$ cat config.mk
export PLATFORM = sky130hd
export DESIGN_NAME = morse_text_and_iambic_keyer
export DESIGN_NICKNAME = d
export VERILOG_FILES = /design/src/hdl/mkey_pkg.sv /design/src/hdl/mkey_regs.sv /design/src/hdl/mkey_text_store.sv /design/src/hdl/mkey_core.sv /design/src/hdl/morse_text_and_iambic_keyer.sv
export SDC_FILE = /design/constraint.sdc
export NUM_CORES = 1
export LEC_CHECK = 0
export BUFFER_PORTS_ARGS = -buffer_cell sky130_fd_sc_hd__buf_4
export CAP_MARGIN = 10
export CORE_MARGIN = 4
export CORE_UTILIZATION = 40
export CTS_CLUSTER_DIAMETER = 200
export DETAILED_ROUTE_END_ITERATION = 8
export HOLD_SLACK_MARGIN = 0.02
export PLACE_DENSITY_LB_ADDON = 0.15
export SYNTH_ARGS = -nofsm -noshare
export SYNTH_HDL_FRONTEND = slang
export SYNTH_SLANG_ARGS = --single-unit
export TNS_END_PERCENT = 50
$ cat constraint.sdc
create_clock -name clk -period 13.4 [get_ports clk]
set_clock_uncertainty 0.2 [all_clocks]
set_input_delay 2.01 -clock clk [delete_from_list [all_inputs] [get_ports clk]]
set_output_delay 2.01 -clock clk [all_outputs]
set_load 0.01 [all_outputs]
$ cat src/hdl/mkey_pkg.sv
// ---------------------------------------------------------------------------
// Morse keyer package
// Shared constants, interface structs and the Morse code table.
// ---------------------------------------------------------------------------
package mkey_pkg;

    localparam int TEXT_DEPTH = 64;
    localparam int TEXT_AW    = $clog2(TEXT_DEPTH);
    localparam int TEXT_LEN_W = 7;
    localparam int DOT_W      = 16;
    localparam int CNT_W      = 18;
    localparam int APB_AW     = 5;
    localparam int APB_DW     = 32;

    // Input commands
    localparam logic [2:0] CMD_TICK    = 3'd0;
    localparam logic [2:0] CMD_DOT     = 3'd1;
    localparam logic [2:0] CMD_DASH    = 3'd2;
    localparam logic [2:0] CMD_RELEASE = 3'd3;
    localparam logic [2:0] CMD_WRITE   = 3'd4;

    // Operating modes
    localparam logic [1:0] MODE_TEXT     = 2'd0;
    localparam logic [1:0] MODE_DOTS     = 2'd1;
    localparam logic [1:0] MODE_DASHES   = 2'd2;
    localparam logic [1:0] MODE_KEYBOARD = 2'd3;

    // Register indexes (byte address is four times the index)
    localparam logic [2:0] REG_MODE        = 3'd0;
    localparam logic [2:0] REG_DOT_LENGTH  = 3'd1;
    localparam logic [2:0] REG_LOOP_ENABLE = 3'd2;
    localparam logic [2:0] REG_IAMBIC      = 3'd3;
    localparam logic [2:0] REG_TEXT_LENGTH = 3'd4;

    typedef struct packed {
        logic [1:0]            mode;
        logic [DOT_W-1:0]      dot_length;
        logic                  loop_enable;
        logic                  keyboard_iambic;
        logic [TEXT_LEN_W-1:0] text_length;
    } mkey_cfg_t;

    typedef struct packed {
        logic       mode_wr;
        logic [1:0] mode_val;
        logic       length_wr;
    } mkey_cfg_evt_t;

    typedef struct packed {
        logic       go;
        logic [2:0] cmd;
    } mkey_step_t;

    typedef struct packed {
        logic key_on;
        logic end_of_message;
    } mkey_result_t;

    // Element count and pattern. The pattern is left aligned: bit 5 is the
    // first element, and a one is a dash.
    typedef struct packed {
        logic [2:0] len;
        logic [5:0] pat;
    } morse_code_t;

    function automatic morse_code_t morse_lookup(input logic [6:0] ch);
        logic [6:0]  c;
        morse_code_t r;
        begin
            c = ch;
            if (ch >= 7'h61 && ch <= 7'h7A)
            begin
                c = ch - 7'd32;
            end
            case (c)
                7'h21: r = '{3'd6, 6'b101011};   // !
                7'h22: r = '{3'd6, 6'b010010};   // "
                7'h27: r = '{3'd6, 6'b011110};   // '
                7'h28: r = '{3'd5, 6'b101100};   // (
                7'h29: r = '{3'd6, 6'b101101};   // )
                7'h2B: r = '{3'd5, 6'b010100};   // +
                7'h2C: r = '{3'd6, 6'b110011};   // ,
                7'h2D: r = '{3'd6, 6'b100001};   // -
                7'h2E: r = '{3'd6, 6'b010101};   // .
                7'h2F: r = '{3'd5, 6'b100100};   // /
                7'h30: r = '{3'd5, 6'b111110};
                7'h31: r = '{3'd5, 6'b011110};
                7'h32: r = '{3'd5, 6'b001110};
                7'h33: r = '{3'd5, 6'b000110};
                7'h34: r = '{3'd5, 6'b000010};
                7'h35: r = '{3'd5, 6'b000000};
                7'h36: r = '{3'd5, 6'b100000};
                7'h37: r = '{3'd5, 6'b110000};
                7'h38: r = '{3'd5, 6'b111000};
                7'h39: r = '{3'd5, 6'b111100};
                7'h3A: r = '{3'd6, 6'b111000};   // :
                7'h3B: r = '{3'd6, 6'b101010};   // ;
                7'h3D: r = '{3'd5, 6'b100010};   // =
                7'h3F: r = '{3'd6, 6'b001100};   // ?
                7'h40: r = '{3'd6, 6'b011010};   // @
                7'h41: r = '{3'd2, 6'b010000};   // A
                7'h42: r = '{3'd4, 6'b100000};
                7'h43: r = '{3'd4, 6'b101000};
                7'h44: r = '{3'd3, 6'b100000};
                7'h45: r = '{3'd1, 6'b000000};
                7'h46: r = '{3'd4, 6'b001000};
                7'h47: r = '{3'd3, 6'b110000};
                7'h48: r = '{3'd4, 6'b000000};
                7'h49: r = '{3'd2, 6'b000000};
                7'h4A: r = '{3'd4, 6'b011100};
                7'h4B: r = '{3'd3, 6'b101000};
                7'h4C: r = '{3'd4, 6'b010000};
                7'h4D: r = '{3'd2, 6'b110000};
                7'h4E: r = '{3'd2, 6'b100000};
                7'h4F: r = '{3'd3, 6'b111000};
                7'h50: r = '{3'd4, 6'b011000};
                7'h51: r = '{3'd4, 6'b110100};
                7'h52: r = '{3'd3, 6'b010000};
                7'h53: r = '{3'd3, 6'b000000};
                7'h54: r = '{3'd1, 6'b100000};
                7'h55: r = '{3'd3, 6'b001000};
                7'h56: r = '{3'd4, 6'b000100};
                7'h57: r = '{3'd3, 6'b011000};
                7'h58: r = '{3'd4, 6'b100100};
                7'h59: r = '{3'd4, 6'b101100};
                7'h5A: r = '{3'd4, 6'b110000};   // Z
                default: r = '{3'd0, 6'b000000};
            endcase
            return r;
        end
    endfunction

endpackage

$ cat src/hdl/mkey_regs.sv
// ---------------------------------------------------------------------------
// Morse keyer register file
// APB-style configuration registers with write events for the sequencer.
// ---------------------------------------------------------------------------
module mkey_regs
    import mkey_pkg::*;
(
    input  logic              clk,
    input  logic              rst_n,
    input  logic              psel,
    input  logic              penable,
    input  logic              pwrite,
    input  logic [APB_AW-1:0] paddr,
    input  logic [APB_DW-1:0] pwdata,
    output logic [APB_DW-1:0] prdata,
    output logic              pready,
    output mkey_cfg_t         cfg,
    output mkey_cfg_evt_t     cfg_evt
);

    mkey_cfg_t  cfg_reg;
    logic       wr_en;
    logic [2:0] reg_idx;

    assign pready  = 1'b1;
    assign wr_en   = psel && penable && pwrite;
    assign reg_idx = paddr[APB_AW-1:2];
    assign cfg     = cfg_reg;

    assign cfg_evt.mode_wr   = wr_en && (reg_idx == REG_MODE);
    assign cfg_evt.mode_val  = pwdata[1:0];
    assign cfg_evt.length_wr = wr_en && (reg_idx == REG_TEXT_LENGTH);

    always_ff @(posedge clk or negedge rst_n)
    begin
        if (!rst_n)
        begin
            cfg_reg.mode            <= MODE_TEXT;
            cfg_reg.dot_length      <= 16'd2880;
            cfg_reg.loop_enable     <= 1'b0;
            cfg_reg.keyboard_iambic <= 1'b0;
            cfg_reg.text_length     <= '0;
        end
        else if (wr_en)
        begin
            unique case (reg_idx)
                REG_MODE:        cfg_reg.mode            <= pwdata[1:0];
                REG_DOT_LENGTH:  cfg_reg.dot_length      <= pwdata[DOT_W-1:0];
                REG_LOOP_ENABLE: cfg_reg.loop_enable     <= pwdata[0];
                REG_IAMBIC:      cfg_reg.keyboard_iambic <= pwdata[0];
                REG_TEXT_LENGTH: cfg_reg.text_length     <= pwdata[TEXT_LEN_W-1:0];
                default:         ;
            endcase
        end
    end

    always_comb
    begin
        unique case (reg_idx)
            REG_MODE:        prdata = APB_DW'(cfg_reg.mode);
            REG_DOT_LENGTH:  prdata = APB_DW'(cfg_reg.dot_length);
            REG_LOOP_ENABLE: prdata = APB_DW'(cfg_reg.loop_enable);
            REG_IAMBIC:      prdata = APB_DW'(cfg_reg.keyboard_iambic);
            REG_TEXT_LENGTH: prdata = APB_DW'(cfg_reg.text_length);
            default:         prdata = '0;
        endcase
    end

endmodule

$ cat src/hdl/mkey_text_store.sv
// ---------------------------------------------------------------------------
// Morse keyer text store
// Single-port-write memory for the message text with a registered read.
// ---------------------------------------------------------------------------
module mkey_text_store
    import mkey_pkg::*;
(
    input  logic               clk,
    input  logic               wr_en,
    input  logic [TEXT_AW-1:0] wr_addr,
    input  logic [7:0]         wr_data,
    input  logic [TEXT_AW-1:0] rd_addr,
    output logic [7:0]         rd_data
);

    logic [7:0] mem [TEXT_DEPTH];
    logic [7:0] rd_data_reg;

    always_ff @(posedge clk)
    begin
        if (wr_en)
        begin
            mem[wr_addr] <= wr_data;
        end
    end

    always_ff @(posedge clk)
    begin
        rd_data_reg <= mem[rd_addr];
    end

    assign rd_data = rd_data_reg;

endmodule

$ cat src/hdl/mkey_core.sv
// ---------------------------------------------------------------------------
// Morse keyer sequencer
// Text sequencer, element timer and paddle state, advanced once per tick.
// ---------------------------------------------------------------------------
module mkey_core
    import mkey_pkg::*;
(
    input  logic               clk,
    input  logic               rst_n,
    input  mkey_cfg_t          cfg,
    input  mkey_cfg_evt_t      cfg_evt,
    input  mkey_step_t         step,
    input  logic [7:0]         store_data,
    output logic [TEXT_AW-1:0] store_addr,
    output mkey_result_t       result
);

    typedef enum logic [2:0] {
        PH_START,
        PH_START_CHAR,
        PH_START_ELEM,
        PH_ELEM,
        PH_CHAR_SPACE,
        PH_WORD_SPACE,
        PH_END
    } text_phase_t;

    typedef enum logic [1:0] {
        EL_SILENT,
        EL_DOT,
        EL_DASH
    } elem_phase_t;

    typedef struct packed {
        elem_phase_t      phase;
        logic [CNT_W-1:0] cnt;
        logic             key;
    } elem_res_t;

    // One sample of the dot/dash element timer.
    function automatic elem_res_t elem_step(
        input elem_phase_t      ph,
        input logic [CNT_W-1:0] cnt,
        input logic             dot,
        input logic             dash,
        input logic [CNT_W-1:0] dlen
    );
        logic [CNT_W-1:0] on_len;
        logic [CNT_W-1:0] total;
        elem_res_t        r;
        begin
            r.phase = ph;
            r.cnt   = cnt;
            r.key   = 1'b0;
            on_len  = (ph == EL_DASH) ? CNT_W'((dlen << 1) + dlen) : dlen;
            total   = CNT_W'(on_len + dlen);
            unique case (ph)
                EL_SILENT:
                begin
                    if (dot)
                    begin
                        r.phase = EL_DOT;
                        r.cnt   = '0;
                    end
                    else if (dash)
                    begin
                        r.phase = EL_DASH;
                        r.cnt   = '0;
                    end
                end
                EL_DOT, EL_DASH:
                begin
                    if (cnt < on_len)
                    begin
                        r.key = 1'b1;
                        r.cnt = CNT_W'(cnt + 1'b1);
                    end
                    else if (cnt < total)
                    begin
                        r.cnt = CNT_W'(cnt + 1'b1);
                    end
                    else
                    begin
                        // Iambic alternation: the opposite paddle wins.
                        if (ph == EL_DOT)
                        begin
                            if (dash)
                                r.phase = EL_DASH;
                            else if (!dot)
                                r.phase = EL_SILENT;
                        end
                        else
                        begin
                            if (dot)
                                r.phase = EL_DOT;
                            else if (!dash)
                                r.phase = EL_SILENT;
                        end
                        r.cnt = '0;
                    end
                end
                default:
                begin
                    r.cnt = '0;
                end
            endcase
            return r;
        end
    endfunction

    text_phase_t           tph_reg, tph_next;
    elem_phase_t           eph_reg, eph_next;
    logic [TEXT_LEN_W-1:0] tpos_reg, tpos_next;
    logic [2:0]            epos_reg, epos_next;
    logic [CNT_W-1:0]      cnt_reg, cnt_next;
    logic [6:0]            cur_char_reg, cur_char_next;
    logic                  dot_held_reg, dot_held_next;
    logic                  dash_held_reg, dash_held_next;
    logic                  key_reg, key_next;

    logic [CNT_W-1:0]      dlen;
    logic [CNT_W-1:0]      space_len;
    logic [TEXT_LEN_W-1:0] eff_len;
    logic [6:0]            char_in;
    logic                  direct;
    morse_code_t           code;
    elem_res_t             er;

    assign dlen    = CNT_W'(cfg.dot_length);
    assign eff_len = (cfg.text_length > TEXT_LEN_W'(TEXT_DEPTH)) ?
                     TEXT_LEN_W'(TEXT_DEPTH) : cfg.text_length;
    assign direct  = (cfg.mode == MODE_KEYBOARD) && !cfg.keyboard_iambic;
    assign char_in = store_data[7] ? 7'd0 : store_data[6:0];

    always_comb
    begin
        tph_next       = tph_reg;
        eph_next       = eph_reg;
        tpos_next      = tpos_reg;
        epos_next      = epos_reg;
        cnt_next       = cnt_reg;
        cur_char_next  = cur_char_reg;
        dot_held_next  = dot_held_reg;
        dash_held_next = dash_held_reg;
        key_next       = key_reg;

        code      = morse_lookup(cur_char_reg);
        er        = elem_step(eph_reg, cnt_reg, dot_held_reg, dash_held_reg, dlen);
        space_len = (tph_reg == PH_CHAR_SPACE) ? CNT_W'(dlen << 1) : CNT_W'(dlen << 2);

        if (step.go)
        begin
            unique case (step.cmd)
                CMD_DOT:
                begin
                    dot_held_next  = 1'b1;
                    dash_held_next = 1'b0;
                    eph_next       = EL_SILENT;
                end
                CMD_DASH:
                begin
                    dot_held_next  = 1'b0;
                    dash_held_next = 1'b1;
                    eph_next       = EL_SILENT;
                end
                CMD_RELEASE:
                begin
                    dot_held_next  = 1'b0;
                    dash_held_next = 1'b0;
                end
                CMD_WRITE:
                begin
                    tph_next = PH_START;
                end
                CMD_TICK:
                begin
                    if (cfg.mode == MODE_TEXT)
                    begin
                        unique case (tph_reg)
                            PH_START:
                            begin
                                cnt_next       = '0;
                                epos_next      = '0;
                                tpos_next      = '0;
                                tph_next       = PH_START_CHAR;
                                key_next       = 1'b0;
                                dot_held_next  = 1'b0;
                                dash_held_next = 1'b0;
                            end
                            PH_START_CHAR:
                            begin
                                cnt_next  = '0;
                                epos_next = '0;
                                if (tpos_reg < eff_len)
                                begin
                                    cur_char_next = char_in;
                                    tph_next      = (char_in == 7'h20) ?
                                                    PH_WORD_SPACE : PH_START_ELEM;
                                    tpos_next     = TEXT_LEN_W'(tpos_reg + 1'b1);
                                end
                                else
                                begin
                                    tph_next = PH_END;
                                end
                            end
                            PH_START_ELEM:
                            begin
                                cnt_next = '0;
                                if (epos_reg >= code.len)
                                begin
                                    epos_next = '0;
                                    tph_next  = PH_CHAR_SPACE;
                                end
                                else
                                begin
                                    // The timer leaves silence at once with
                                    // its counter cleared and the key off.
                                    eph_next       = code.pat[3'd5 - epos_reg] ?
                                                     EL_DASH : EL_DOT;
                                    key_next       = 1'b0;
                                    dot_held_next  = 1'b0;
                                    dash_held_next = 1'b0;
                                    tph_next       = PH_ELEM;
                                    epos_next      = 3'(epos_reg + 1'b1);
                                end
                            end
                            PH_ELEM:
                            begin
                                eph_next = er.phase;
                                cnt_next = er.cnt;
                                key_next = er.key;
                                if (er.phase == EL_SILENT)
                                begin
                                    tph_next = PH_START_ELEM;
                                end
                            end
                            PH_CHAR_SPACE, PH_WORD_SPACE:
                            begin
                                if (cnt_reg < space_len)
                                begin
                                    cnt_next = CNT_W'(cnt_reg + 1'b1);
                                    key_next = 1'b0;
                                end
                                else
                                begin
                                    tph_next = PH_START_CHAR;
                                end
                            end
                            PH_END:
                            begin
                                if (cfg.loop_enable)
                                begin
                                    tph_next = PH_START;
                                end
                                key_next       = 1'b0;
                                dot_held_next  = 1'b0;
                                dash_held_next = 1'b0;
                            end
                            default:
                            begin
                                key_next       = 1'b0;
                                dot_held_next  = 1'b0;
                                dash_held_next = 1'b0;
                            end
                        endcase
                    end
                    else if (!direct)
                    begin
                        eph_next = er.phase;
                        cnt_next = er.cnt;
                        key_next = er.key;
                    end
                end
                default:
                begin
                end
            endcase
        end

        if (cfg_evt.mode_wr)
        begin
            if (cfg_evt.mode_val == MODE_TEXT)
            begin
                tph_next = PH_START;
            end
            else
            begin
                dot_held_next  = (cfg_evt.mode_val == MODE_DOTS);
                dash_held_next = (cfg_evt.mode_val == MODE_DASHES);
                eph_next       = EL_SILENT;
            end
        end
        if (cfg_evt.length_wr)
        begin
            tph_next = PH_START;
        end
    end

    // Direct keying reports the paddles; a tick leaves them unchanged.
    assign result.key_on         = direct ? (dot_held_reg || dash_held_reg) : key_next;
    assign result.end_of_message = (tpos_next >= eff_len);

    // The store is read ahead at the position the text will hold next.
    assign store_addr = tpos_next[TEXT_AW-1:0];

    always_ff @(posedge clk or negedge rst_n)
    begin
        if (!rst_n)
        begin
            tph_reg       <= PH_START;
            eph_reg       <= EL_SILENT;
            tpos_reg      <= '0;
            epos_reg      <= '0;
            cnt_reg       <= '0;
            cur_char_reg  <= '0;
            dot_held_reg  <= 1'b0;
            dash_held_reg <= 1'b0;
            key_reg       <= 1'b0;
        end
        else
        begin
            tph_reg       <= tph_next;
            eph_reg       <= eph_next;
            tpos_reg      <= tpos_next;
            epos_reg      <= epos_next;
            cnt_reg       <= cnt_next;
            cur_char_reg  <= cur_char_next;
            dot_held_reg  <= dot_held_next;
            dash_held_reg <= dash_held_next;
            key_reg       <= key_next;
        end
    end

endmodule

$ cat src/hdl/morse_text_and_iambic_keyer.sv
// ---------------------------------------------------------------------------
// Morse text and iambic keyer
// Sample-rate CW keyer with text store, repeat modes and paddle keying.
// ---------------------------------------------------------------------------
// Usage: each transaction on the item channel carries a command. A sample
// tick (cmd 0) produces exactly one transaction on the result channel with
// the key state for that sample and the end-of-message flag. Paddle
// commands and text writes update state and produce no result.
// The item is captured in an input register, processed by one pass of
// logic and the result lands in an output register that raises
// result_valid; one item is accepted per cycle unless the receiver stalls.
// When the receiver stalls, the result is held and one more item waits in
// the input register; a non-tick item still passes through while the
// result is held. Configuration is written over the APB port while no
// transaction is in flight. Writing text mode or text_length restarts
// the text. Reset clears the sequencer, the paddles and the registers to
// their defaults (dot_length 2880). The text store has no reset and must
// be written before it is read; there is no clearing pass.
// ---------------------------------------------------------------------------
module morse_text_and_iambic_keyer
    import mkey_pkg::*;
(
    input  logic              clk,
    input  logic              rst_n,
    input  logic              psel,
    input  logic              penable,
    input  logic              pwrite,
    input  logic [APB_AW-1:0] paddr,
    input  logic [APB_DW-1:0] pwdata,
    output logic [APB_DW-1:0] prdata,
    output logic              pready,
    input  logic              item_valid,
    output logic              item_ready,
    input  logic [2:0]        cmd,
    input  logic [5:0]        text_index,
    input  logic [7:0]        text_char,
    output logic              result_valid,
    input  logic              result_ready,
    output logic              key_on,
    output logic              end_of_message
);

    mkey_cfg_t          cfg;
    mkey_cfg_evt_t      cfg_evt;
    mkey_step_t         step;
    mkey_result_t       core_res;
    logic [TEXT_AW-1:0] store_addr;
    logic [7:0]         store_data;

    logic               stage_valid_reg;
    logic [2:0]         stage_cmd_reg;
    logic [5:0]         stage_index_reg;
    logic [7:0]         stage_char_reg;
    logic               result_valid_reg;
    logic               key_on_reg;
    logic               eom_reg;
    logic               stage_go;
    logic               item_take;
    logic               tick_go;

    // A tick needs a free output register; other commands never wait.
    assign stage_go   = stage_valid_reg &&
                        ((stage_cmd_reg != CMD_TICK) || !result_valid_reg || result_ready);
    assign item_ready = !stage_valid_reg || stage_go;
    assign item_take  = item_valid && item_ready;
    assign tick_go    = stage_go && (stage_cmd_reg == CMD_TICK);

    assign step.go  = stage_go;
    assign step.cmd = stage_cmd_reg;

    mkey_regs u_regs (
        .clk     (clk),
        .rst_n   (rst_n),
        .psel    (psel),
        .penable (penable),
        .pwrite  (pwrite),
        .paddr   (paddr),
        .pwdata  (pwdata),
        .prdata  (prdata),
        .pready  (pready),
        .cfg     (cfg),
        .cfg_evt (cfg_evt)
    );

    mkey_text_store u_store (
        .clk     (clk),
        .wr_en   (stage_go && (stage_cmd_reg == CMD_WRITE)),
        .wr_addr (stage_index_reg[TEXT_AW-1:0]),
        .wr_data (stage_char_reg),
        .rd_addr (store_addr),
        .rd_data (store_data)
    );

    mkey_core u_core (
        .clk        (clk),
        .rst_n      (rst_n),
        .cfg        (cfg),
        .cfg_evt    (cfg_evt),
        .step       (step),
        .store_data (store_data),
        .store_addr (store_addr),
        .result     (core_res)
    );

    always_ff @(posedge clk or negedge rst_n)
    begin
        if (!rst_n)
        begin
            stage_valid_reg  <= 1'b0;
            result_valid_reg <= 1'b0;
        end
        else
        begin
            if (item_take)
                stage_valid_reg <= 1'b1;
            else if (stage_go)
                stage_valid_reg <= 1'b0;

            if (tick_go)
                result_valid_reg <= 1'b1;
            else if (result_ready)
                result_valid_reg <= 1'b0;
        end
    end

    always_ff @(posedge clk)
    begin
        if (item_take)
        begin
            stage_cmd_reg   <= cmd;
            stage_index_reg <= text_index;
            stage_char_reg  <= text_char;
        end
        if (tick_go)
        begin
            key_on_reg <= core_res.key_on;
            eom_reg    <= core_res.end_of_message;
        end
    end

    assign result_valid   = result_valid_reg;
    assign key_on         = key_on_reg;
    assign end_of_message = eom_reg;

endmodule

-- Word level (Yosys, flattened, before mapping)
Memories as Yosys holds them, arrays and structs flattened. A register that Yosys moved wholly into a read port is not among the register bits.
Cells that the tools add are included.
- flip-flop bits (word level): 91
- latch bits: 0
- memory bits (writable): 512
- ROM bits: 1152
- input port bits: 61
- output and inout bits: 37
- word-level logic and storage cells: 191
- memories: 2
- memories (memory ; words ; width ; rd ports ; clocked after memory_dff ; wr ports ; RTL line ; RTL):
    (name not given) ; 128 ; 9 ; 1 ; 0 ; 0 ; mkey_pkg.sv:75 ; case (c)
    u_store.mem ; 64 ; 8 ; 1 ; 1 ; 1 ; mkey_text_store.sv:16 ; logic [7:0] mem [TEXT_DEPTH];
- $add $sub $neg: 7
- $mul: 0
- divide/modulo/power cells: 0
- $lt $le $gt $ge: 10
- eq/ne operators: 23
- shifts and indexed selects: 0
- muxes and demuxes: 84
- bitwise logic cells: 0
- reductions and logical operators: 44
- operators with widths (kind ; count):
    $mux 18 ; 7
    $pmux 16 s5 ; 1
    $lt 18x18->1 ; 3
    $pmux 18 s3 ; 1
    $mux 7 ; 7
    $mux 20 ; 2
    $mux 3 ; 12
    $pmux 18 s2 ; 1
    $mux 2 ; 14
    $mux 1 ; 26
    $add 17x16->18 ; 1
    $add 18x1->18 const B ; 1
    $add 18x16->18 ; 1
    $eq 3x2->1 const B ; 6
    $pmux 3 s6 ; 1
    $eq 3x3->1 const B ; 5
    $pmux 7 s2 ; 1
    $pmux 2 s2 ; 3
    $pmux 3 s2 ; 2
    $reduce_or 2->1 ; 6
    $logic_and 1x1->1 ; 10
    $reduce_and 2->1 ; 5
    $reduce_and 5->1 ; 2
    $eq 3x1->1 const B ; 3
    other kinds (30) ; 47

-- Logic depth before layout (Yosys ltp)
Gate-level depths: netlist of run 1.
- depth after elaboration: 16
- gate-level depth with buffers: 30
- mapped depth without buffers: 29

-- Modules after synthesis
From an unflattened synthesis of run 1, not the netlist that was laid out.
- cells, all modules: 2011
- area total of the unflattened synthesis: 29434.5 um^2
- by module, submodules not included (module ; times used ; cells each ; area each (um^2) ; sequential area each (um^2)):
    mkey_text_store ; 1 ; 940 ; 20166.8 ; 15534.9
    mkey_core ; 1 ; 920 ; 7145.6 ; 1076.0
    mkey_regs ; 1 ; 120 ; 1428.9 ; 680.7
    morse_text_and_iambic_keyer ; 1 ; 31 ; 693.2 ; 620.6

-- Least setup slack after synthesis of run 1
OpenSTA, ideal clock, no wires.
- kind: reg-to-reg
- start: register u_regs.cfg_reg (netlist bit u_regs.cfg[9])
- end: register u_core.cnt_reg[10]
- library setup time: 0.133 ns
- arrival time: 5.655 ns
- required time: 13.067 ns
- slack: 7.412 ns
- cell stages (with the launch flop): 30
- path buffers: 2
- clock period less this slack: 5.988 ns
- cell sequence: dfrtp_1 > ha_1 > inv_1 > fa_1 > nor2b_1 > o2111ai_1 > nand3_1 > o41ai_1 > nor2b_1 > o21a_1 > nor2_1 > xnor2_1 > mux2_2 > ha_1 > or3_1 > o21ai_0 > a31o_2 > o311ai_0 > o21ai_0 > xnor2_1 > nand2_1 > ha_1 > nand4_1 > o21ai_0 > nand2_1 > a31oi_1 > nand2b_1 > clkbuf_1 > clkbuf_1 > o21ai_0
- word-level cells in the longest chain between the ends: 9
- elaborated cells between the ends (all ways): 15
- classes of those cells: 2 x add/sub; 3 x order compare; 1 x eq/ne; 8 x mux; 1 x reduce/logical
- RTL lines (item ; RTL line ; RTL):
    start: declaration ; mkey_regs.sv:21 ; mkey_cfg_t cfg_reg;
    $add 17x16->18 ; mkey_core.sv:55 ; on_len = (ph == EL_DASH) ? CNT_W'((dlen << 1) + dlen) : dlen;
    $mux 18 ; mkey_core.sv:55 ;
    $add 18x16->18 ; mkey_core.sv:56 ; total = CNT_W'(on_len + dlen);
    $lt 18x18->1 ; mkey_core.sv:78 ; else if (cnt < total)
    $mux 18 ; mkey_core.sv:78 ;
    $mux 18 ; mkey_core.sv:73 ; if (cnt < on_len)
    $pmux 18 s2 ; mkey_core.sv:57 ; unique case (ph)
    $pmux 18 s3 / $mux 18 (equally long branches) ; mkey_core.sv:179, mkey_core.sv:267 ;
    $mux 18 ; mkey_core.sv:177 ; if (cfg.mode == MODE_TEXT)
    end signal: assignment ; mkey_core.sv:326 ; cnt_reg <= cnt_next;
    end: declaration ; mkey_core.sv:115 ; logic [CNT_W-1:0] cnt_reg, cnt_next;
Several ways; a longest one is shown, not always the timed one. The select of a mux whose other input is x is not followed.
A chain may end at the register's enable or synchronous reset.

-- Final worst setup path of run 1
- start: register u_regs.cfg_reg (netlist bit u_regs.cfg[10])
- end: register u_core.cnt_reg[17]
Same word-level chain as after synthesis.

==> impl_summary.txt, run 1 <==
----------------------------------------------------
[Floorplanning]
  Die Width ... 281 microns
  Standard-cell row count ... 99
  Count of pins on the block boundary ... 98
  Starting Density ... 0.405
  Area of the core region ... 0.0733 sq mm
  Chip Height ... 281 microns
  Die ar. ... 0.0787 sq mm

[Layout]
  Most used cells in the layout excluding fill and tap cells ... sky130_fd_sc_hd__edfxtp_1 (531), sky130_fd_sc_hd__nand2_1 (493), sky130_fd_sc_hd__nand3_1 (231)
  Proportion of layout cells with a drive suffix above 1 ... 0.0940
  Signed area change from the synthesized netlist to the final layout ... 11.3%
  Flip-flop count of the largest register after layout ... 512
  Leading cell type in the layout, fill and taps excluded ... sky130_fd_sc_hd__edfxtp_1
  Final standard cell utilization of the core ... 0.451
  Total number of nets in the final design ... 2845
  Layout fillers ... 6749

[Placement]
  Weighted congestion at the end of routability-driven global placement ... 0.824
  Post-placement setup slack ... 5.68 ns
  Port Buf Inserts ... 62
  HPWL reported at the end of detailed placement ... 49300 microns

[Logic synthesis]
  Post-synthesis cell type with the largest combined area ... sky130_fd_sc_hd__edfxtp_1
  #FFs+latches synth ... 611
  Fraction of the yosys area taken by sequential cells ... 0.603
  Count of different cell masters after synthesis ... 97
  Share of synthesized registers carrying an async set or reset ... 0.118
  Most instantiated flip-flop cell in the synthesis netlist ... sky130_fd_sc_hd__edfxtp_1
  Cell types with the largest area share after synthesis ... sky130_fd_sc_hd__edfxtp_1 (54%), sky130_fd_sc_hd__nand2_1 (6.2%), sky130_fd_sc_hd__dfrtp_1 (5.7%)
  Avg Cell Area, Syn ... 11.2 sq um
  Synthesis Warnings ... 0
  Post-synthesis instance total ... 2650
  Combined area of all synthesized cells ... 0.0297 sq mm
  Synth top area share ... 0.537
  Count of flip-flops with a built-in enable after synthesis ... 531

[Setup path]
  Maximum fanout along the worst path ... 19
  Crit path largest cell delay ... 0.80 ns
  FF-to-FF Start ... u_regs.cfg[10]$_DFFE_PN0P_
  CP startpoint kind ... register
  Count of buffering cells on the critical path with inverters included ... 2
  Dominant delay contributor by cell family on the critical path ... compound AO/OA/AOI/OAI gates
  Critical path startpoint ... u_regs.cfg[10]$_DFFE_PN0P_
  Cell type of the slowest stage on the worst timing path ... sky130_fd_sc_hd__o41ai_1
  Endpoint class of the critical path ... register
  Required arrival time at the worst endpoint ... 13.69 ns
  Arrival time of the worst setup path ... 7.79 ns
  Critical path type ... reg -> reg

[Outcome]
  Status ... complete, no violations

[Routing]
  Total Wirelength ... 79300 microns
  First-iteration detailed-routing DRC count ... 1831
  Vias per cell ... 5.63
  Post-route antenna net violation count ... 0
  Iteration count of the initial detailed-routing pass ... 5
  Vias after detailed routing ... 20733
  WL per Instance ... 21.5 microns
  Remaining routing DRC violations ... 0

[Clock tree]
  TritonCTS clock tree ... yes
  # resized after CTS ... 0
  Number of clock buffers inserted by TritonCTS ... 70
  Post-CTS clock slew at the launch and capture registers of the worst setup and hold paths ... 0.06 ns
  Clock root buffer ... sky130_fd_sc_hd__clkbuf_16
  CTS H-tree lvls ... 3
  CTS hold repair buffers ... 0
  Buffers inserted during post-CTS setup optimization ... 0
  Worst-skew pair later-pin latency ... 0.62 ns
  Worst-case clock buffer depth ... 3
  Number of clock sinks seen by CTS ... 611

[Timing]
  Measured slew at the worst slew-check pin ... 1.28 ns
  Period Utilization, post-route ... 0.560
  Unrepaired setup endpoints after global routing ... false
  Fin crit period ... 7.50 ns
  Total setup violations reported at the end of the flow ... 0
  Setup TNS Final ... 0 ns
  Final number of max-transition violations ... 0
  Count of final hold-check violations ... 0
  Final setup margin ... 5.90 ns
  Maximum frequency from static timing analysis ... 0.133 GHz
  Slew Limit Headroom ... 0.142

[Global routing]
  Number of antenna violations at the first check in global routing ... 0
  Largest net degree at the start of global routing ... 109
  Vias in the first global route ... 20232
  GRT Resource Usage Total ... 0.197
  First-pass GRT wire length ... 120000 microns
  Total congestion overflow ... 0

[Pwr]
  Peak ir drop on the vdd network ... 0.138 mV
  Leakage power total ... 12.2 nW
  Power density over the cells ... 174 mW/mm^2
  Overall power after layout ... 5.76 mW

[Job]
  Number of maximum-capacitance constraint violations ... 0

[Worst hold path]
  Source of the worst hold timing path ... u_store.rd_data[2]$_DFF_P_
  Path type of the worst min-delay path ... reg -> reg

----------------------------------------------------
final timing paths:
kind                                                       to  slack, ns  depth (start not counted)
max in group asynchronous  u_core.cur_char_reg[3]$_DFFE_PN0P_      10.94                          1
min                        u_core.cur_char_reg[2]$_DFFE_PN0P_       0.29                          2
max                            u_core.cnt_reg[17]$_DFFE_PN0P_       5.90                         29
min reg2reg                u_core.cur_char_reg[2]$_DFFE_PN0P_       0.29                          2
max reg2reg                    u_core.cnt_reg[17]$_DFFE_PN0P_       5.90                         29
min in group asynchronous          u_regs.cfg[23]$_DFFE_PN0P_       1.34                          1
power breakdown:
group / leakage (nW) / switching, mW / internal, mW
registers: 5.77 / 0.116 / 2.13
logic: 5.29 / 1.07 / 0.557
clock network: 1.11 / 0.777 / 1.11
total: 12.2 / 1.97 / 3.79
stage by stage:
step / instance area, sq um / hold slack, ns / instances
floorplan: 29800 / 0.252 / 2665
global placement: 30800 / 0.283 / 3555
detailed placement: 30800 / 0.286 / 3555
CTS: 33100 / 0.297 / 3679
global route: 33100 / 0.318 / 3681
finish: 33100 / 0.286 / 3682
cells in the mapped netlist (10+ instances only):
| library cell | n |
|---|---|
| sky130_fd_sc_hd__nor4_1 | 12 |
| sky130_fd_sc_hd__a21o_1 | 16 |
| sky130_fd_sc_hd__buf_4 | 26 |
| sky130_fd_sc_hd__or4_1 | 19 |
| sky130_fd_sc_hd__buf_1 | 11 |
| sky130_fd_sc_hd__buf_2 | 49 |
| sky130_fd_sc_hd__nand3b_1 | 13 |
| sky130_fd_sc_hd__clkbuf_1 | 55 |
| sky130_fd_sc_hd__o21a_1 | 10 |
| sky130_fd_sc_hd__a2bb2oi_1 | 18 |
| sky130_fd_sc_hd__nor3_1 | 25 |
| sky130_fd_sc_hd__mux2i_1 | 46 |
| sky130_fd_sc_hd__nand2_1 | 493 |
| sky130_fd_sc_hd__nor2b_1 | 21 |
| sky130_fd_sc_hd__ha_1 | 112 |
| sky130_fd_sc_hd__xnor2_1 | 19 |
| sky130_fd_sc_hd__and3_1 | 40 |
| sky130_fd_sc_hd__nand2b_1 | 32 |
| sky130_fd_sc_hd__nand3_1 | 231 |
| sky130_fd_sc_hd__a211oi_1 | 11 |
| sky130_fd_sc_hd__nand4_1 | 15 |
| sky130_fd_sc_hd__nor2_1 | 205 |
| sky130_fd_sc_hd__o32ai_1 | 17 |
| sky130_fd_sc_hd__o21ai_0 | 131 |
| sky130_fd_sc_hd__dfrtp_1 | 68 |
| sky130_fd_sc_hd__a31oi_1 | 20 |
| sky130_fd_sc_hd__inv_1 | 50 |
| sky130_fd_sc_hd__edfxtp_1 | 531 |
| sky130_fd_sc_hd__mux2_2 | 34 |
| sky130_fd_sc_hd__and2_1 | 14 |
| sky130_fd_sc_hd__a21oi_1 | 119 |
per-layer routing:
| layer | vias to the layer above | GRT usage | part of all wire |
|---|---|---|---|
| li1 | 9743 | - | - |
| met1 | 10304 | 0.267 | 0.44 |
| met2 | 564 | 0.327 | 0.48 |
| met3 | 122 | 0.0339 | 0.055 |
| met4 | 0 | 0.0557 | 0.026 |
| met5 | - | 0 | 0 |
cell families (layout without fill, tap and decap cells):
group                    after synthesis  in the layout  synth area share
AND/OR/NAND/NOR                     1152           1152             0.178
flip-flops                           611            611             0.603
AO/OA/AOI/OAI                        456            456            0.0995
buffers and inverters                206            263            0.0336
adder cells (fa/ha/maj)              114            114            0.0485
multiplexers                          81             81            0.0291
XOR/XNOR                              28             28           0.00826
other                                  2             18          0.000253
tightest hold or removal path, stage by stage (launching register included):
cell and delay [ns]:
sky130_fd_sc_hd__dfxtp_1 0.30, sky130_fd_sc_hd__nand3b_1 0.07, sky130_fd_sc_hd__o21ai_0 0.07
area by class of cell:
cell class | count | area (sq um) | area share
antenna | 1 | 2.50 | 0.0000757
clock buffer | 88 | 1850 | 0.0559
clock inverter | 36 | 402 | 0.0121
inverter | 56 | 220 | 0.00666
multi-input combinational | 1848 | 10900 | 0.329
sequential | 611 | 17900 | 0.542
tap | 959 | 1200 | 0.0363
timing repair buffer | 83 | 618 | 0.0187
Note: power is estimated with default switching activity, not from simulation.
==> run 2, diff against run 1 <==
==> constraint.sdc (replaced) <==
create_clock -name clk -period 7.6 [get_ports clk]
set_clock_uncertainty 0.2 [all_clocks]
set_input_delay 1.14 -clock clk [delete_from_list [all_inputs] [get_ports clk]]
set_output_delay 1.14 -clock clk [all_outputs]
set_load 0.01 [all_outputs]
==> run 2 against run 1 <==
Effect of this change:
- non-clock buffer count up 11
- largest cell class unchanged
- design area up 0.23%
- global-route usage down 0.094 points
==> impl_summary.txt, run 2 (synthesis gave the netlist of run 1 again) <==
----------------------------------------------------
[Global routing]
  Largest net degree at the start of global routing ... 141 (+29%)
  Vias in the first global route ... 20417 (+0.91%)
  Number of antenna violations at the first check in global routing ... 1 (+1)
  Total congestion overflow ... 0 (unchanged)
  First-pass GRT wire length ... 120000 microns (about the same)
  GRT Resource Usage Total ... 0.196 (-0.000941)

[Timing]
  Setup TNS Final ... 0 ns (unchanged)
  Min Hold Slack ... 0.282 ns (-0.00415 ns)
  Unrepaired setup endpoints after global routing ... false
  Fin crit period ... 6.89 ns (-0.610 ns)
  Period Utilization, post-route ... 0.906 (+0.347)
  Measured slew at the worst slew-check pin ... 1.10 ns (-0.174 ns)
  Slew Limit Headroom ... 0.266 (+0.124)
  Total setup violations reported at the end of the flow ... 0 (unchanged)
  Count of final hold-check violations ... 0 (unchanged)
  Final number of max-transition violations ... 0 (unchanged)
  Maximum frequency from static timing analysis ... 0.145 GHz (+8.9%)
  Final setup margin ... 0.712 ns (-5.19 ns)

[Routing]
  Remaining routing DRC violations ... 0 (unchanged)
  First-iteration detailed-routing DRC count ... 1506 (-18%)
  Iteration count of the initial detailed-routing pass ... 5 (unchanged)
  Total Wirelength ... 78200 microns (-1.4%)
  Post-route antenna net violation count ... 0 (unchanged)
  WL per Instance ... 21.2 microns (-1.7%)
  Vias per cell ... 5.58 (-0.95%)
  Vias after detailed routing ... 20609 (-0.60%)

[Clock tree]
  CTS hold repair buffers ... 0 (unchanged)
  CTS H-tree lvls ... 3 (unchanged)
  Worst-case clock buffer depth ... 3 (unchanged)
  Number of clock buffers inserted by TritonCTS ... 69 (-1.4%)
  # resized after CTS ... 0 (unchanged)
  Post-CTS clock slew at the launch and capture registers of the worst setup and hold paths ... 0.06 ns (about the same)
  Worst-skew pair later-pin latency ... 0.62 ns (about the same)
  TritonCTS clock tree ... yes
  Buffers inserted during post-CTS setup optimization ... 0 (unchanged)
  Clock root buffer ... sky130_fd_sc_hd__clkbuf_16
  Number of clock sinks seen by CTS ... 611 (unchanged)

[Floorplanning]
  Area of the core region ... 0.0733 sq mm (unchanged)
  Standard-cell row count ... 99 (unchanged)
  Starting Density ... 0.405 (unchanged)
  Die Width ... 281 microns (unchanged)
  Count of pins on the block boundary ... 98 (unchanged)
  Chip Height ... 281 microns (unchanged)
  Die ar. ... 0.0787 sq mm (unchanged)

[Setup path]
  CP startpoint kind ... register
  Critical path type ... reg -> reg
  Required arrival time at the worst endpoint ... 7.89 ns (-5.80 ns)
  Depth of the worst register-to-register path ... 27 (-6.9%)
  Endpoint class of the critical path ... register
  Maximum fanout along the worst path ... 16 (-3)
  Arrival time of the worst setup path ... 7.18 ns (-0.61 ns)

[Layout]
  Proportion of layout cells with a drive suffix above 1 ... 0.0961 (+0.00208)
  Most used cells in the layout excluding fill and tap cells ... sky130_fd_sc_hd__edfxtp_1 (531), sky130_fd_sc_hd__nand2_1 (493), sky130_fd_sc_hd__nand3_1 (231)
  Finished layout cell area ... 0.0332 sq mm (+0.23%)
  Signed area change from the synthesized netlist to the final layout ... 11.6%
  Final standard cell utilization of the core ... 0.452 (+0.00102)
  Leading cell type in the layout, fill and taps excluded ... sky130_fd_sc_hd__edfxtp_1
  Layout fillers ... 6727 (-0.33%)
  Flip-flop count of the largest register after layout ... 512 (unchanged)
  Total number of nets in the final design ... 2855 (+0.35%)
  Inserted Diodes ... 0 (-1)
  Non-Filler Instances ... 3695 (+0.35%)

[Placement]
  Port Buf Inserts ... 62 (unchanged)
  Placed Cells ... 3568 (+0.37%)
  Placed instance area ... 0.0309 sq mm (+0.36%)
  Post-placement setup slack ... 0.784 ns (-4.90 ns)
  Weighted congestion at the end of routability-driven global placement ... 0.824 (about the same)
  HPWL reported at the end of detailed placement ... 49500 microns (+0.40%)

[Job]
  Number of maximum-capacitance constraint violations ... 0 (unchanged)

[Worst hold path]
  Worst hold stages ... 2 (unchanged)
  Path type of the worst min-delay path ... reg -> reg

[Pwr]
  Power density over the cells ... 305 mW/mm^2 (+75%)
  Peak ir drop on the vdd network ... 0.242 mV (+75%)
  Overall power after layout ... 10.1 mW (+76%)
  Leakage power total ... 12.2 nW (+0.30%)

[Outcome]
  Status ... complete, no violations

----------------------------------------------------
==> run 2: cell count changes in the layout (fill, tap and decap cells not counted), sizes merged <==
cell / delta
buf: +12
clkbuf: +4
inv: -2
bufinv: -1
clkinvlp: +1
diode: -1
==> run 2: final cells by class <==
cell class                 count  area [sq um]  area share
clock buffer                  93          1870      0.0564
clock inverter                34           360      0.0109
inverter                      56           220     0.00664
multi-input combinational   1848         10900       0.328
sequential                   611         17900       0.540
tap                          959          1200      0.0362
timing repair buffer          94           718      0.0217
==> run 2: path summary, 6_finish.rpt <==
check | startpoint | endpoint | slack [ns]
min in group asynchronous | rst_n | u_regs.cfg[23]$_DFFE_PN0P_ | 0.46
max reg2reg | u_regs.cfg[10]$_DFFE_PN0P_ | u_core.cnt_reg[17]$_DFFE_PN0P_ | 0.71
max | u_regs.cfg[10]$_DFFE_PN0P_ | u_core.cnt_reg[17]$_DFFE_PN0P_ | 0.71
min | u_store.rd_data[5]$_DFF_P_ | u_core.cur_char_reg[5]$_DFFE_PN0P_ | 0.28
max in group asynchronous | rst_n | u_regs.cfg[7]$_DFFE_PN0P_ | 6.01
min reg2reg | u_store.rd_data[5]$_DFF_P_ | u_core.cur_char_reg[5]$_DFFE_PN0P_ | 0.28
==> run 2: report_power, final <==
group | total [mW] | internal, mW | leakage [nW] | switching, mW
Combinational | 2.89 | 1.01 | 5.35 | 1.88
Sequential | 3.96 | 3.75 | 5.77 | 0.204
Clock | 3.27 | 1.92 | 1.08 | 1.35
==> run 2: per-layer routing <==
metal / global-route usage / share of wire / up-vias / routed length (microns)
met5: 0 / 0 / - / 0
met3: 0.0276 / 0.047 / 115 / 3660
met1: 0.266 / 0.44 / 10176 / 34600
li1: - / - / 9779 / -
met4: 0.0511 / 0.022 / 0 / 1740
met2: 0.333 / 0.49 / 539 / 38100
==> run 2: critical path, cell delays in order (launching register included) <==
cell	delay (ns)
sky130_fd_sc_hd__dfrtp_1	0.50
sky130_fd_sc_hd__ha_1	0.27
sky130_fd_sc_hd__inv_1	0.07
sky130_fd_sc_hd__fa_1	0.40
sky130_fd_sc_hd__nor2b_1	0.18
sky130_fd_sc_hd__o21a_1	0.13
sky130_fd_sc_hd__nor2_1	0.04
sky130_fd_sc_hd__xnor2_1	0.12
sky130_fd_sc_hd__mux2_2	0.29
sky130_fd_sc_hd__ha_1	0.32
sky130_fd_sc_hd__nor3_1	0.19
sky130_fd_sc_hd__nor2_1	0.10
sky130_fd_sc_hd__a21boi_0	0.15
sky130_fd_sc_hd__a31o_2	0.29
sky130_fd_sc_hd__a2111oi_0	0.58
sky130_fd_sc_hd__or3_1	0.21
sky130_fd_sc_hd__xor2_1	0.07
sky130_fd_sc_hd__ha_1	0.29
sky130_fd_sc_hd__nand2_1	0.05
sky130_fd_sc_hd__o21ai_0	0.19
sky130_fd_sc_hd__o21bai_1	0.14
sky130_fd_sc_hd__nand2_1	0.07
sky130_fd_sc_hd__o21ai_0	0.65
sky130_fd_sc_hd__nand2_1	0.12
sky130_fd_sc_hd__a31oi_1	0.29
sky130_fd_sc_hd__nand2b_1	0.49
sky130_fd_sc_hd__o21bai_1	0.15
sky130_fd_sc_hd__a21o_1	0.19
